**src/design/twam_pkg.sv**
```systemverilog
// twam_pkg: shared types and constants of the two-wire register access master
// used by every module of the block and by its checker; no dependencies
`timescale 1ns / 1ps

package twam_pkg;

    // bits per address and data byte on the serial line
    localparam int DATA_BITS = 8;
    localparam int BIT_W     = $clog2(DATA_BITS);
    localparam logic [BIT_W-1:0] FIRST_BIT = BIT_W'(DATA_BITS - 1);

    // top address bit marks a write
    localparam logic [DATA_BITS-1:0] WRITE_FLAG = DATA_BITS'(1) << (DATA_BITS - 1);

    // request type codes
    localparam logic [1:0] REQ_TICK  = 2'd0;
    localparam logic [1:0] REQ_READ  = 2'd1;
    localparam logic [1:0] REQ_WRITE = 2'd2;

    // configuration register indexes
    localparam int CFG_IDX_W  = 2;
    localparam int CFG_DATA_W = 16;
    localparam logic [CFG_IDX_W-1:0] CFG_TURNAROUND = 2'd0;
    localparam logic [CFG_IDX_W-1:0] CFG_READ_REC   = 2'd1;
    localparam logic [CFG_IDX_W-1:0] CFG_WRITE_REC  = 2'd2;

    // configuration reset values
    localparam logic [CFG_DATA_W-1:0] TURNAROUND_RST = 16'd100;
    localparam logic [CFG_DATA_W-1:0] READ_REC_RST   = 16'd1;
    localparam logic [CFG_DATA_W-1:0] WRITE_REC_RST  = 16'd100;

    // command queue depth
    localparam int Q_AW    = 2;
    localparam int Q_DEPTH = 1 << Q_AW;

    typedef struct packed {
        logic [1:0]           req_type;
        logic [6:0]           reg_addr;
        logic [DATA_BITS-1:0] write_data;
        logic                 sdio_in;
    } t_in_item;

    typedef struct packed {
        logic                 sck_level;
        logic                 sdio_out;
        logic                 sdio_drive;
        logic [DATA_BITS-1:0] read_data;
        logic                 done_res;
        logic                 busy_res;
        logic                 rejected;
    } t_out_item;

    // classified tick as it travels from front to back
    typedef struct packed {
        logic                 start;
        logic                 rd;
        logic [DATA_BITS-1:0] shift_byte;
        logic [DATA_BITS-1:0] data_init;
        logic                 sdio_in;
    } t_cmd;

    typedef struct packed {
        logic [CFG_DATA_W-1:0] turnaround_ticks;
        logic [CFG_DATA_W-1:0] read_recovery_ticks;
        logic [CFG_DATA_W-1:0] write_recovery_ticks;
    } t_cfg;

endpackage

```
**src/design/twam_front.sv**
```systemverilog
// twam_front: accepts ticks and classifies them into queue commands
// depends on twam_pkg
`timescale 1ns / 1ps

module twam_front
    import twam_pkg::*;
(
    input  logic     i_in_valid,
    output logic     o_in_ready,
    input  t_in_item i_in_data,
    input  logic     i_q_full,
    output logic     o_push,
    output t_cmd     o_cmd
);

    logic is_rd;
    logic is_wr;

    assign is_rd = (i_in_data.req_type == REQ_READ);
    assign is_wr = (i_in_data.req_type == REQ_WRITE);

    assign o_in_ready = !i_q_full;
    assign o_push     = i_in_valid && !i_q_full;

    always_comb begin
        o_cmd.start      = is_rd || is_wr;
        o_cmd.rd         = is_rd;
        // address byte with the direction flag on top
        o_cmd.shift_byte = is_rd ? {1'b0, i_in_data.reg_addr}
                                 : ({1'b0, i_in_data.reg_addr} | WRITE_FLAG);
        o_cmd.data_init  = is_rd ? '0 : i_in_data.write_data;
        o_cmd.sdio_in    = i_in_data.sdio_in;
    end

endmodule

```
**src/design/twam_queue.sv**
```systemverilog
// twam_queue: short command queue between front and back
// depends on twam_pkg
`timescale 1ns / 1ps

module twam_queue
    import twam_pkg::*;
(
    input  logic i_clk,
    input  logic i_rst_n,
    input  logic i_push,
    input  t_cmd i_cmd,
    output logic o_full,
    output logic o_valid,
    input  logic i_pop,
    output t_cmd o_cmd
);

    t_cmd            r_mem [Q_DEPTH];
    logic [Q_AW-1:0] r_wr_ptr;
    logic [Q_AW-1:0] r_rd_ptr;
    logic [Q_AW:0]   r_count;
    logic            do_pop;

    assign o_full  = (r_count == (Q_AW+1)'(Q_DEPTH));
    assign o_valid = (r_count != '0);
    assign o_cmd   = r_mem[r_rd_ptr];
    assign do_pop  = i_pop && o_valid;

    always_ff @(posedge i_clk) begin
        if (i_push) begin
            r_mem[r_wr_ptr] <= i_cmd;
        end
    end

    always_ff @(posedge i_clk) begin
        if (!i_rst_n) begin
            r_wr_ptr <= '0;
            r_rd_ptr <= '0;
            r_count  <= '0;
        end else begin
            if (i_push) begin
                r_wr_ptr <= r_wr_ptr + 1'b1;
            end
            if (do_pop) begin
                r_rd_ptr <= r_rd_ptr + 1'b1;
            end
            case ({i_push, do_pop})
                2'b10:   r_count <= r_count + 1'b1;
                2'b01:   r_count <= r_count - 1'b1;
                default: r_count <= r_count;
            endcase
        end
    end

endmodule

```
**src/design/twam_back.sv**
```systemverilog
// twam_back: serial access sequencer, one queue command per tick, output register
// depends on twam_pkg
`timescale 1ns / 1ps

module twam_back
    import twam_pkg::*;
(
    input  logic      i_clk,
    input  logic      i_rst_n,
    input  t_cfg      i_cfg,
    input  logic      i_q_valid,
    input  t_cmd      i_cmd,
    output logic      o_pop,
    output logic      o_out_valid,
    input  logic      i_out_ready,
    output t_out_item o_out_data
);

    localparam logic [2:0] PH_IDLE    = 3'd0;
    localparam logic [2:0] PH_ADDR    = 3'd1;
    localparam logic [2:0] PH_TURN    = 3'd2;
    localparam logic [2:0] PH_WDATA   = 3'd3;
    localparam logic [2:0] PH_RDATA   = 3'd4;
    localparam logic [2:0] PH_RECOVER = 3'd5;

    logic [2:0]            r_phase,     n_phase;
    logic [BIT_W-1:0]      r_bit_count, n_bit_count;
    logic                  r_half_tick, n_half_tick;
    logic [DATA_BITS-1:0]  r_shift_reg, n_shift_reg;
    logic [DATA_BITS-1:0]  r_data_hold, n_data_hold;
    logic                  r_is_read,   n_is_read;
    logic [CFG_DATA_W-1:0] r_wait,      n_wait;
    logic [DATA_BITS-1:0]  r_last_read, n_last_read;
    logic                  r_out_valid;
    t_out_item             r_out_data;
    t_out_item             n_out_data;

    logic                  last_bit;
    logic                  go_turn;
    logic                  go_data;
    logic                  go_rec;
    logic                  go_fin;
    logic [CFG_DATA_W-1:0] rec_ticks;

    assign o_pop       = i_q_valid && (!r_out_valid || i_out_ready);
    assign o_out_valid = r_out_valid;
    assign o_out_data  = r_out_data;

    always_comb begin
        n_phase     = r_phase;
        n_bit_count = r_bit_count;
        n_half_tick = r_half_tick;
        n_shift_reg = r_shift_reg;
        n_data_hold = r_data_hold;
        n_is_read   = r_is_read;
        n_wait      = r_wait;
        n_last_read = r_last_read;
        last_bit    = 1'b0;
        go_turn     = 1'b0;
        go_data     = 1'b0;
        go_rec      = 1'b0;
        go_fin      = 1'b0;
        rec_ticks   = '0;

        n_out_data            = '0;
        n_out_data.sck_level  = 1'b1;

        // unused codes fall back to idle
        if (n_phase < PH_ADDR || n_phase > PH_RECOVER) begin
            n_phase = PH_IDLE;
        end

        if (n_phase != PH_IDLE) begin
            n_out_data.rejected = i_cmd.start;
        end else if (i_cmd.start) begin
            n_is_read   = i_cmd.rd;
            n_shift_reg = i_cmd.shift_byte;
            n_data_hold = i_cmd.data_init;
            n_bit_count = FIRST_BIT;
            n_half_tick = 1'b0;
            n_phase     = PH_ADDR;
        end

        case (n_phase)
            PH_ADDR, PH_WDATA, PH_RDATA: begin
                n_out_data.busy_res  = 1'b1;
                n_out_data.sck_level = n_half_tick;
                if (n_phase == PH_ADDR) begin
                    n_out_data.sdio_out   = n_shift_reg[n_bit_count];
                    n_out_data.sdio_drive = 1'b1;
                end else if (n_phase == PH_WDATA) begin
                    n_out_data.sdio_out   = n_data_hold[n_bit_count];
                    n_out_data.sdio_drive = 1'b1;
                end else if (n_half_tick) begin
                    // sample on the high tick
                    n_data_hold[n_bit_count] = i_cmd.sdio_in;
                end
                // advance one half of the bit cell
                if (!n_half_tick) begin
                    n_half_tick = 1'b1;
                end else begin
                    n_half_tick = 1'b0;
                    if (n_bit_count == '0) begin
                        last_bit = 1'b1;
                    end else begin
                        n_bit_count = n_bit_count - 1'b1;
                    end
                end
                if (last_bit) begin
                    if (n_phase == PH_ADDR) begin
                        go_turn = 1'b1;
                    end else begin
                        go_rec = 1'b1;
                    end
                end
            end
            PH_TURN: begin
                n_out_data.busy_res   = 1'b1;
                n_out_data.sdio_out   = n_shift_reg[0];
                n_out_data.sdio_drive = 1'b1;
                if (n_wait != '0) begin
                    n_wait = n_wait - 1'b1;
                end
                if (n_wait == '0) begin
                    go_data = 1'b1;
                end
            end
            PH_RECOVER: begin
                n_out_data.busy_res = 1'b1;
                if (n_wait != '0) begin
                    n_wait = n_wait - 1'b1;
                end
                if (n_wait == '0) begin
                    go_fin = 1'b1;
                end
            end
            default: begin
            end
        endcase

        if (go_turn) begin
            if (i_cfg.turnaround_ticks == '0) begin
                go_data = 1'b1;
            end else begin
                n_wait  = i_cfg.turnaround_ticks;
                n_phase = PH_TURN;
            end
        end
        if (go_data) begin
            n_bit_count = FIRST_BIT;
            n_half_tick = 1'b0;
            n_phase     = n_is_read ? PH_RDATA : PH_WDATA;
        end
        if (go_rec) begin
            rec_ticks = n_is_read ? i_cfg.read_recovery_ticks : i_cfg.write_recovery_ticks;
            if (rec_ticks == '0) begin
                go_fin = 1'b1;
            end else begin
                n_wait  = rec_ticks;
                n_phase = PH_RECOVER;
            end
        end
        if (go_fin) begin
            n_out_data.done_res = 1'b1;
            if (n_is_read) begin
                n_last_read = n_data_hold;
            end
            n_phase = PH_IDLE;
        end

        n_out_data.read_data = n_last_read;
    end

    always_ff @(posedge i_clk) begin
        if (!i_rst_n) begin
            r_phase     <= PH_IDLE;
            r_bit_count <= '0;
            r_half_tick <= 1'b0;
            r_shift_reg <= '0;
            r_data_hold <= '0;
            r_is_read   <= 1'b0;
            r_wait      <= '0;
            r_last_read <= '0;
            r_out_valid <= 1'b0;
        end else begin
            if (o_pop) begin
                r_phase     <= n_phase;
                r_bit_count <= n_bit_count;
                r_half_tick <= n_half_tick;
                r_shift_reg <= n_shift_reg;
                r_data_hold <= n_data_hold;
                r_is_read   <= n_is_read;
                r_wait      <= n_wait;
                r_last_read <= n_last_read;
                r_out_valid <= 1'b1;
            end else if (i_out_ready) begin
                r_out_valid <= 1'b0;
            end
        end
    end

    always_ff @(posedge i_clk) begin
        if (o_pop) begin
            r_out_data <= n_out_data;
        end
    end

endmodule

```
**src/design/two_wire_register_access_master.sv**
```systemverilog
// two_wire_register_access_master: top level, configuration registers and the
// front, queue and back parts; depends on twam_pkg, twam_front, twam_queue, twam_back
`timescale 1ns / 1ps

// usage
//   every input transaction is one timing tick of the serial clock generator:
//   req_type starts a read or a write, or just lets the current access advance,
//   sdio_in carries the sampled data line level for that tick
//   every tick gives exactly one output transaction with the clock level, data
//   line drive and level, last read byte and done, busy and rejected flags
//   the front classifies ticks into a four-entry command queue, the back runs the
//   access sequencer into an output register, one command per clock unless stalled
// throughput
//   one transaction per clock while the output is taken; an accepted tick is
//   written into the queue and then into the output register before it shows
// reset
//   synchronous active-low reset empties the queue and output register, puts
//   the sequencer in idle and loads turnaround 100, read recovery 1 and write
//   recovery 100; no clearing pass is needed
// stalls
//   while the output is not taken the back holds its state and the queue fills;
//   input ready drops only once the queue is full
// configuration
//   plain write port, register index 0 turnaround, 1 read recovery, 2 write
//   recovery, others ignored; user must write while no access is running, unenforced
module two_wire_register_access_master
    import twam_pkg::*;
(
    input  logic                  i_clk,
    input  logic                  i_rst_n,
    input  logic                  i_in_valid,
    output logic                  o_in_ready,
    input  t_in_item              i_in_data,
    output logic                  o_out_valid,
    input  logic                  i_out_ready,
    output t_out_item             o_out_data,
    input  logic                  i_cfg_we,
    input  logic [CFG_IDX_W-1:0]  i_cfg_index,
    input  logic [CFG_DATA_W-1:0] i_cfg_data
);

    // configuration registers
    t_cfg r_cfg;

    // front to queue
    logic q_full;
    logic push;
    t_cmd push_cmd;

    // queue to back
    logic q_valid;
    logic pop;
    t_cmd head_cmd;

    always_ff @(posedge i_clk) begin
        if (!i_rst_n) begin
            r_cfg.turnaround_ticks     <= TURNAROUND_RST;
            r_cfg.read_recovery_ticks  <= READ_REC_RST;
            r_cfg.write_recovery_ticks <= WRITE_REC_RST;
        end else if (i_cfg_we) begin
            case (i_cfg_index)
                CFG_TURNAROUND: r_cfg.turnaround_ticks     <= i_cfg_data;
                CFG_READ_REC:   r_cfg.read_recovery_ticks  <= i_cfg_data;
                CFG_WRITE_REC:  r_cfg.write_recovery_ticks <= i_cfg_data;
                default: begin
                end
            endcase
        end
    end

    // decode request type and build the address byte
    twam_front u_front (
        .i_in_valid (i_in_valid),
        .o_in_ready (o_in_ready),
        .i_in_data  (i_in_data),
        .i_q_full   (q_full),
        .o_push     (push),
        .o_cmd      (push_cmd)
    );

    // lets the front keep taking ticks while the output stalls, until the queue is full
    twam_queue u_queue (
        .i_clk   (i_clk),
        .i_rst_n (i_rst_n),
        .i_push  (push),
        .i_cmd   (push_cmd),
        .o_full  (q_full),
        .o_valid (q_valid),
        .i_pop   (pop),
        .o_cmd   (head_cmd)
    );

    // address, turnaround, data and recovery sequencing
    twam_back u_back (
        .i_clk       (i_clk),
        .i_rst_n     (i_rst_n),
        .i_cfg       (r_cfg),
        .i_q_valid   (q_valid),
        .i_cmd       (head_cmd),
        .o_pop       (pop),
        .o_out_valid (o_out_valid),
        .i_out_ready (i_out_ready),
        .o_out_data  (o_out_data)
    );

endmodule

```
**config.mk**
```make
export PLATFORM = sky130hd
export DESIGN_NAME = two_wire_register_access_master
export DESIGN_NICKNAME = d
export VERILOG_FILES = /design/src/design/twam_pkg.sv /design/src/design/twam_front.sv /design/src/design/twam_queue.sv /design/src/design/twam_back.sv /design/src/design/two_wire_register_access_master.sv
export SDC_FILE = /design/constraint.sdc
export NUM_CORES = 1
export LEC_CHECK = 0
export ABC_AREA = 1
export BUFFER_PORTS_ARGS = -buffer_cell sky130_fd_sc_hd__buf_4
export CELL_PAD_IN_SITES_DETAIL_PLACEMENT = 1
export CELL_PAD_IN_SITES_GLOBAL_PLACEMENT = 2
export CORE_MARGIN = 1
export CORE_UTILIZATION = 30
export DETAILED_ROUTE_END_ITERATION = 16
export PLACE_DENSITY_LB_ADDON = 0.25
export SYNTH_ARGS = -nofsm -noshare
export SYNTH_HDL_FRONTEND = slang
export SYNTH_HIERARCHICAL = 1
export SYNTH_SLANG_ARGS = --single-unit
```
**constraint.sdc**
```tcl
create_clock -name i_clk -period 3.7 [get_ports i_clk]
set_input_delay 0.37 -clock i_clk [delete_from_list [all_inputs] [get_ports i_clk]]
set_output_delay 0.37 -clock i_clk [all_outputs]
set_load 0.02 [all_outputs]
```
* Word level (Yosys, flattened, before mapping)
Memories as Yosys holds them, arrays and structs flattened. A register that Yosys moved wholly into a read port is not among the register bits. Index checks and enable logic that the tools add are counted.
Cells by class: $add $sub $neg 6, multipliers 0, div/mod/pow operators 0, $lt $le $gt $ge 4, eq/ne operators 12, shift-type cells 0, mux-type cells 80, bitwise operators 0, reductions and logical operators 25
Operator list (number):
- $mux 16 | 8
- $mux 8 | 12
- $logic_not 16->1 | 4
- $mux 3 | 16
- $mux 1 | 33
- $pmux 16 s2 | 1
- $reduce_bool 16->1 | 1
- $sub 16x1->16 const B | 1
- $eq 3x3->1 const B | 3
- $bwmux 8 | 1
- $mux 2 | 4
- $bmux 1 s3 | 2
- $eq 2x1->1 const B | 3
- $eq 2x2->1 const B | 3
- $eq 3x2->1 const B | 2
- $pmux 3 s2 | 1
- $reduce_and 2->1 | 3
- $reduce_bool 3->1 | 2
- $sub 3x1->3 const B | 2
- $reduce_or 5->1 | 1
- $add 2x1->2 const B | 2
- $logic_and 1x1->1 | 4
- $lt 3x4->1 const B | 1
- $pmux 2 s2 | 1
- other kinds (12) | 16
Word-level totals: flip-flop bits (word level) 118, latch bits 0, bits in writable memories 76, memory bits (read-only) 0, word-level logic and storage cells 150, memories kept 1
Memory list:
- u_queue.r_mem | depth 4, bits a word 19, read ports 1, clocked after Yosys merged registers in 1, wr ports 1, line twam_queue.sv:18 | t_cmd r_mem [Q_DEPTH];

* Depth between registers and ports, before layout
Gate-level depths: netlist (run 1).
word-level depth 16, gate-level depth with buffers 23

* Hierarchy
Netlist (run 1), hierarchy kept.
Modules (own cells, without submodules):
- twam_back | instances 1, cells an instance 770, area each 4630.7 sq um, seq. area each 1401.3 sq um
- twam_queue | instances 1, cells an instance 250, area each 3326.9 sq um, seq. area each 2462.4 sq um
- two_wire_register_access_master | instances 1, cells an instance 298, area each 1984.4 sq um, seq. area each 960.9 sq um
- twam_front | instances 1, cells an instance 34, area each 186.4 sq um, seq. area each 0.0 sq um

* Worst setup path after synthesis (run 1)
OpenSTA, ideal clock, no wires.
path kind flip-flop to flip-flop, start point register with a tool-made name, end point register u_back.r_wait[15], library setup time 0.071 ns, arrival 2.627 ns, required time 3.629 ns, slack 1.002 ns, stages on the path, launching flop included 21, path through dfxtp_1 > inv_2 > buf_6 > buf_8 > nor2_2 > o22ai_1 > inv_1 > nor2_1 > nor2_1 > ha_1 > nand2_1 > nor2_1 > nand2_1 > inv_1 > nand3_2 > buf_2 > o211ai_1 > o21ai_0 > nand2_1 > nand3_1 > a21oi_1
RTL lines:
- to (signal assigned) | line twam_back.sv:193 | r_wait <= n_wait;
- to (decl) | line twam_back.sv:32 | logic [CFG_DATA_W-1:0] r_wait, n_wait;

==> impl_metrics.env, run 1 <==
export IMPL_multiInputGateArea_um2=4280
export IMPL_met2_length_mm=12.1
export IMPL_path_class="reg -> reg"
export IMPL_syn_inst=1352
export IMPL_syn_area_um2=10100
export IMPL_drive_gt1_share_pct=10.2
export IMPL_area_growth_syn_to_layout_pct=12.5
export IMPL_start_util_pct=30.8
export IMPL_layout_nets=1427
export IMPL_grt_pass1_wl_mm=46.3
export IMPL_ctsHoldBuffers=0
export IMPL_p_leak_uw=0.00515
export IMPL_clock_skew_ps=10.9
export IMPL_peakVddDrop_mv=0.330
export IMPL_drv_slew=0
export IMPL_antenna_found_initial=0
export IMPL_seqCellArea_um2=4820
export IMPL_synth_edff_count=90
export IMPL_rsz0062_at_grt="false"
export IMPL_die_w_um=186
export IMPL_ys_warn_count=6
export IMPL_synth_cell_type_count=43
export IMPL_avgSynthCellArea_um2=7.49
export IMPL_gp_congestion=0.807
export IMPL_grtUsageTotal_pct=17.6
export IMPL_dieArea_um2=34500
export IMPL_yosysSeqAreaShare_pct=47.6
export IMPL_end_kind="register"
export IMPL_post_dp_hpwl_mm=21.0
export IMPL_wl_met1_mm=15.8
export IMPL_nFillCells=4135
export IMPL_core_area_um2=32900
export IMPL_clock_tree_root_cell="clkbuf_16"
export IMPL_cts_tree="yes"
export IMPL_drt_iter0_markers=433
export IMPL_ys_flop_type="dfxtp_1"
export IMPL_worst_pin_slew_ps=1110
export IMPL_wl_met3_um=870
export IMPL_period_needed_ps=3340
export IMPL_hold_path_class="in -> reg"
export IMPL_grt_ovfl_total=0
export IMPL_worstPathArrival_ps=3710
export IMPL_grt_pass1_vias=8340
export IMPL_layout_commonest_cell="nand2_1"
export IMPL_via_count=8527
export IMPL_drv_cap=0
export IMPL_drcViolationCount=0
export IMPL_post_drt_wl_per_cell_um=15.9
export IMPL_ios=57
export IMPL_hold_ws_ps=132
export IMPL_period_share_pct=90.4
export IMPL_die_y_um=186
export IMPL_antenna_cells=0
export IMPL_ys_async_sr_fraction_pct=0
export IMPL_clkSinkCount=196
export IMPL_syn_nets=1404
export IMPL_portBuffers=56
export IMPL_highest_layer="met4"
export IMPL_status="completed"
export IMPL_final_antenna_net_count=0
export IMPL_layout_common_cells="339 x nand2_1, 202 x nor2_1, 157 x inv_1"
export IMPL_final_cells=1830
export IMPL_power_density_nw_per_um2=710
export IMPL_top_regs="u_queue/r_mem x76, r_cfg x48, u_back/r_wait x16"
export IMPL_largest_reg_flops=76
export IMPL_finalSetupViolations=0
export IMPL_finalHoldViolCount=0
export IMPL_tns_ps=0
export IMPL_crit_path_max_fanout=33
export IMPL_clkSlewWorstSetupHoldPaths_ps=70
export IMPL_first_pass_iters=4
export IMPL_worstPathRequired_ps=4060
export IMPL_rows=66
export IMPL_grt_max_degree=60
export IMPL_ys_seq_elements=196
export IMPL_cp_start_kind="register"
export IMPL_routed_wl_mm=29.0
export IMPL_largest_register="u_queue/r_mem"
export IMPL_total_power_uw=8090
export IMPL_finish_instance_area_um2=11400
export IMPL_clock_latency_ps=440
export IMPL_max_slew_margin_pct=26.0
export IMPL_clockBufferDepth=2
export IMPL_cts_made_buffers=17
export IMPL_via_per_inst=4.66
export IMPL_dpl_cell_area_um2=10800
export IMPL_place_inst=1798
export IMPL_max_freq_ghz=0.299
export IMPL_cts_max_level=4
[what timing repair did]
item / 4_1_cts / 5_1_grt
gates resized for setup: 0 / 3
setup endpoints to repair: 0 / 35
buffers inserted: 0 / 0
hold endpoints to repair: 0 / 0
[cell families after synthesis]
group                    Yosys count  share of synthesized area, %
XOR/XNOR                           3                         0.259
flip-flops                       196                          47.6
adder cells (fa/ha/maj)           11                          1.43
buffers and inverters            236                          10.4
multiplexers                       6                         0.605
AO/OA/AOI/OAI                    234                          12.7
AND/OR/NAND/NOR                  666                          27.0
[power breakdown]
part | total (uW) | switching, uW | internal [uW]
combinational | 3430 | 2400 | 1040
sequential | 2860 | 171 | 2690
clock | 1800 | 841 | 961
[area by class of cell]
class,instances,area share [%]
Sequential cell,196,42.3
Multi-Input combinational cell,920,37.6
Inverter,167,5.50
Tap cell,442,4.85
Timing Repair Buffer,73,4.81
Clock buffer,21,4.33
Clock inverter,11,0.615
[metal layers]
layer | global-route usage [%] | vias to the layer above
met4 | 3.90 | 0
li1 | - | 4418
met1 | 26.7 | 4006
met5 | 0 | -
met2 | 25.5 | 93
met3 | 3.07 | 10
[synthesized netlist by cell type (all sizes together), types with 7 or more instances]
master	count	area, um^2
ha	10	125
dfxtp	106	2120
nand2	348	1340
buf	44	327
o22ai	21	131
nand3	87	445
edfxtp	90	2700
clkbuf	25	95.1
nand4	7	43.8
o211ai	19	143
o21ai	123	634
nor2	212	828
a21oi	62	310
inv	167	627
[worst max-delay path: stages, from the launching register on]
cell and delay (ps):
dfxtp_1 380, inv_2 140, buf_4 250, o21ai_0 200
o22ai_1 120, a21oi_1 160, nand2_1 100, nand2_4 210
inv_2 180, nand2_1 100, nand2_1 120, nor2_1 130
nand2_1 60, nor2_1 220, nand2_1 180, nand2_8 230
inv_2 160, nand3_1 120, nand3_1 80, a21oi_1 130
[metrics by stage]
stage | utilization, % | setup slack [ps]
CTS | 34.6 | 82.4
global route | 34.7 | 23.4
floorplan | - | 1000
global placement | 32.9 | 197
detailed placement | 32.9 | 111
finish | 34.7 | 356
[path summary, 6_finish.rpt]
kind	depth (start not counted)	slack, ps	endpoint	start
setup reg to reg	19	360	u_back/r_wait[11]	register
hold / removal	1	130	u_queue/r_mem[1][11]	i_in_data[11]
setup / recovery	19	360	u_back/r_wait[11]	register
hold reg to reg	2	470	u_back/r_shift_reg[3]	u_back/r_shift_reg[3]
Power figures use the tool's default switching activity.
==> inputs of run 2 (changes only) <==
--- a/config.mk
+++ b/config.mk
@@ -9,10 +9,10 @@
 export BUFFER_PORTS_ARGS = -buffer_cell sky130_fd_sc_hd__buf_4
 export CELL_PAD_IN_SITES_DETAIL_PLACEMENT = 1
 export CELL_PAD_IN_SITES_GLOBAL_PLACEMENT = 2
-export CORE_MARGIN = 1
+export CORE_MARGIN = 2
 export CORE_UTILIZATION = 30
 export DETAILED_ROUTE_END_ITERATION = 16
-export PLACE_DENSITY_LB_ADDON = 0.25
+export PLACE_DENSITY = 0.75
 export SYNTH_ARGS = -nofsm -noshare
 export SYNTH_HDL_FRONTEND = slang
 export SYNTH_HIERARCHICAL = 1
==> impl_metrics.env, run 2 (same netlist as run 1, synthesis figures left out) <==
export IMPL_critPathSlowestCell="dfxtp_1"
export IMPL_nFillCells=4158
export IMPL_grt_use_met2_pct=25.9
export IMPL_start_util_pct=30.4
export IMPL_cts_tree="yes"
export IMPL_path_cells="inv_2 -> o21ai_0 -> o22ai_2 -> inv_1 -> nor2_1 -> nor2_1 -> ha_1 -> nand2_1 -> nor2_1 -> nand2_1 -> inv_1 -> nand3_2 -> buf_4 -> o21ai_0 -> nand2_1 -> nand3_1 -> a21oi_1"
export IMPL_drv_slew=0
export IMPL_area_growth_syn_to_layout_pct=13.0
export IMPL_final_antenna_net_count=0
export IMPL_fin_util_pct=34.3
export IMPL_max_slew_margin_pct=34.1
export IMPL_finish_instance_area_um2=11400
export IMPL_path_class="reg -> reg"
export IMPL_portBuffers=56
export IMPL_via_per_inst=4.74
export IMPL_clkSinkCount=196
export IMPL_period_share_pct=89.7
export IMPL_clock_tree_root_cell="clkbuf_16"
export IMPL_die_y_um=188
export IMPL_finalHoldViolCount=0
export IMPL_grt_max_degree=57
export IMPL_p_leak_uw=0.00516
export IMPL_via_count=8734
export IMPL_layout_common_cells="339 x nand2_1, 202 x nor2_1, 157 x inv_1"
export IMPL_largest_reg_flops=76
export IMPL_post_dp_hpwl_mm=20.5
export IMPL_drive_gt1_share_pct=10.6
export IMPL_gp_congestion=0.785
export IMPL_worstPathArrival_ps=3620
export IMPL_drt_iter0_markers=596
export IMPL_met1_usage_pct=25.1
export IMPL_dieArea_um2=35200
export IMPL_top_regs="u_queue/r_mem x76, r_cfg x48, u_back/r_wait x16"
export IMPL_worst_pin_slew_ps=988
export IMPL_first_pass_iters=5
export IMPL_clkSlewWorstSetupHoldPaths_ps=80
export IMPL_ios=57
export IMPL_critical_path_top_delay_family="simple AND/OR/NAND/NOR gates"
export IMPL_cts_made_buffers=17
export IMPL_crit_path_max_fanout=25
export IMPL_crit_buf_inv=4
export IMPL_ctsHoldBuffers=0
export IMPL_die_w_um=188
export IMPL_cp_start_kind="register"
export IMPL_status="completed"
export IMPL_worstPathRequired_ps=4000
export IMPL_dp_slack_ps=286
export IMPL_grt_pass1_vias=8694
export IMPL_top_usage_layer="met2"
export IMPL_core_area_um2=33400
export IMPL_clock_latency_ps=450
export IMPL_hold_path_class="in -> reg"
export IMPL_clock_skew_ps=12.4
export IMPL_post_drt_wl_per_cell_um=15.9
export IMPL_routed_wl_mm=29.2
export IMPL_cts_max_level=4
export IMPL_setup_ws_ps=380
export IMPL_tns_ps=0
export IMPL_cp_slowest_stage_delay_ps=490
export IMPL_finalSetupViolations=0
export IMPL_grt_pass1_wl_mm=47.6
export IMPL_layout_commonest_cell="nand2_1"
export IMPL_postCtsSetupBuffers=0
export IMPL_globalRouteMet3Util_pct=2.30
export IMPL_drcViolationCount=0
export IMPL_max_freq_ghz=0.301
export IMPL_peakVddDrop_mv=0.323
export IMPL_grtUsageTotal_pct=17.0
export IMPL_largest_register="u_queue/r_mem"
export IMPL_drv_cap=0
export IMPL_clockBufferDepth=2
export IMPL_antenna_cells=0
export IMPL_dpl_cell_area_um2=10900
export IMPL_rows=67
export IMPL_antenna_found_initial=0
export IMPL_grt_ovfl_total=0
export IMPL_power_density_nw_per_um2=717
export IMPL_period_needed_ps=3320
export IMPL_layout_nets=1432
export IMPL_end_kind="register"
[run 2: cell types whose count changed in the layout (fill, tap and decap cells not counted), sizes merged]
cell      delta
buf          +5
clkbuf       -3
clkinvlp     +3
clkinv       -2
bufinv       +1
inv          +1
[run 2: repair_timing]
item                       4_1_cts  5_1_grt
setup endpoints to repair        0       34
resized for setup                0        2
hold endpoints to repair         0        0
[run 2: worst paths after layout]
path,from,endpoint,slack [ps],depth (start not counted)
setup / recovery,register,u_back/r_wait[11],380,17
hold / removal,i_in_data[14],u_queue/r_mem[3][14],120,1
setup reg to reg,register,u_back/r_wait[11],380,17
hold reg to reg,r_cfg[16],r_cfg[16],470,2
[run 2: where the power goes]
| group | leakage, uW | internal [uW] | switching (uW) |
|---|---|---|---|
| sequential | 0.00171 | 2690 | 182 |
| clock | 0.000274 | 950 | 939 |
| combinational | 0.00318 | 1050 | 2400 |
| total | 0.00516 | 4690 | 3520 |
[run 2: per-layer routing]
metal / vias up / share of wire, %
li1: 4420 / -
met1: 4173 / 53
met2: 116 / 43
met3: 25 / 2.5
met4: 0 / 1.2
met5: - / 0
[run 2: area by class of cell]
type / instances / area (um^2) / share of cell area [%]
Sequential cell: 196 / 4820 / 42.1
Multi-Input combinational cell: 920 / 4280 / 37.3
Inverter: 167 / 627 / 5.48
Timing Repair Buffer: 78 / 586 / 5.12
Tap cell: 448 / 561 / 4.90
Clock buffer: 18 / 429 / 3.75
Clock inverter: 14 / 145 / 1.27
[run 2: through the flow]
step,power (uW),hold WS (ps),instances
floorplan,5260,429,1352
global placement,6340,447,1809
detailed placement,6400,449,1809
CTS,8320,94.5,1841
global route,8850,103,1841
finish,8200,115,1841
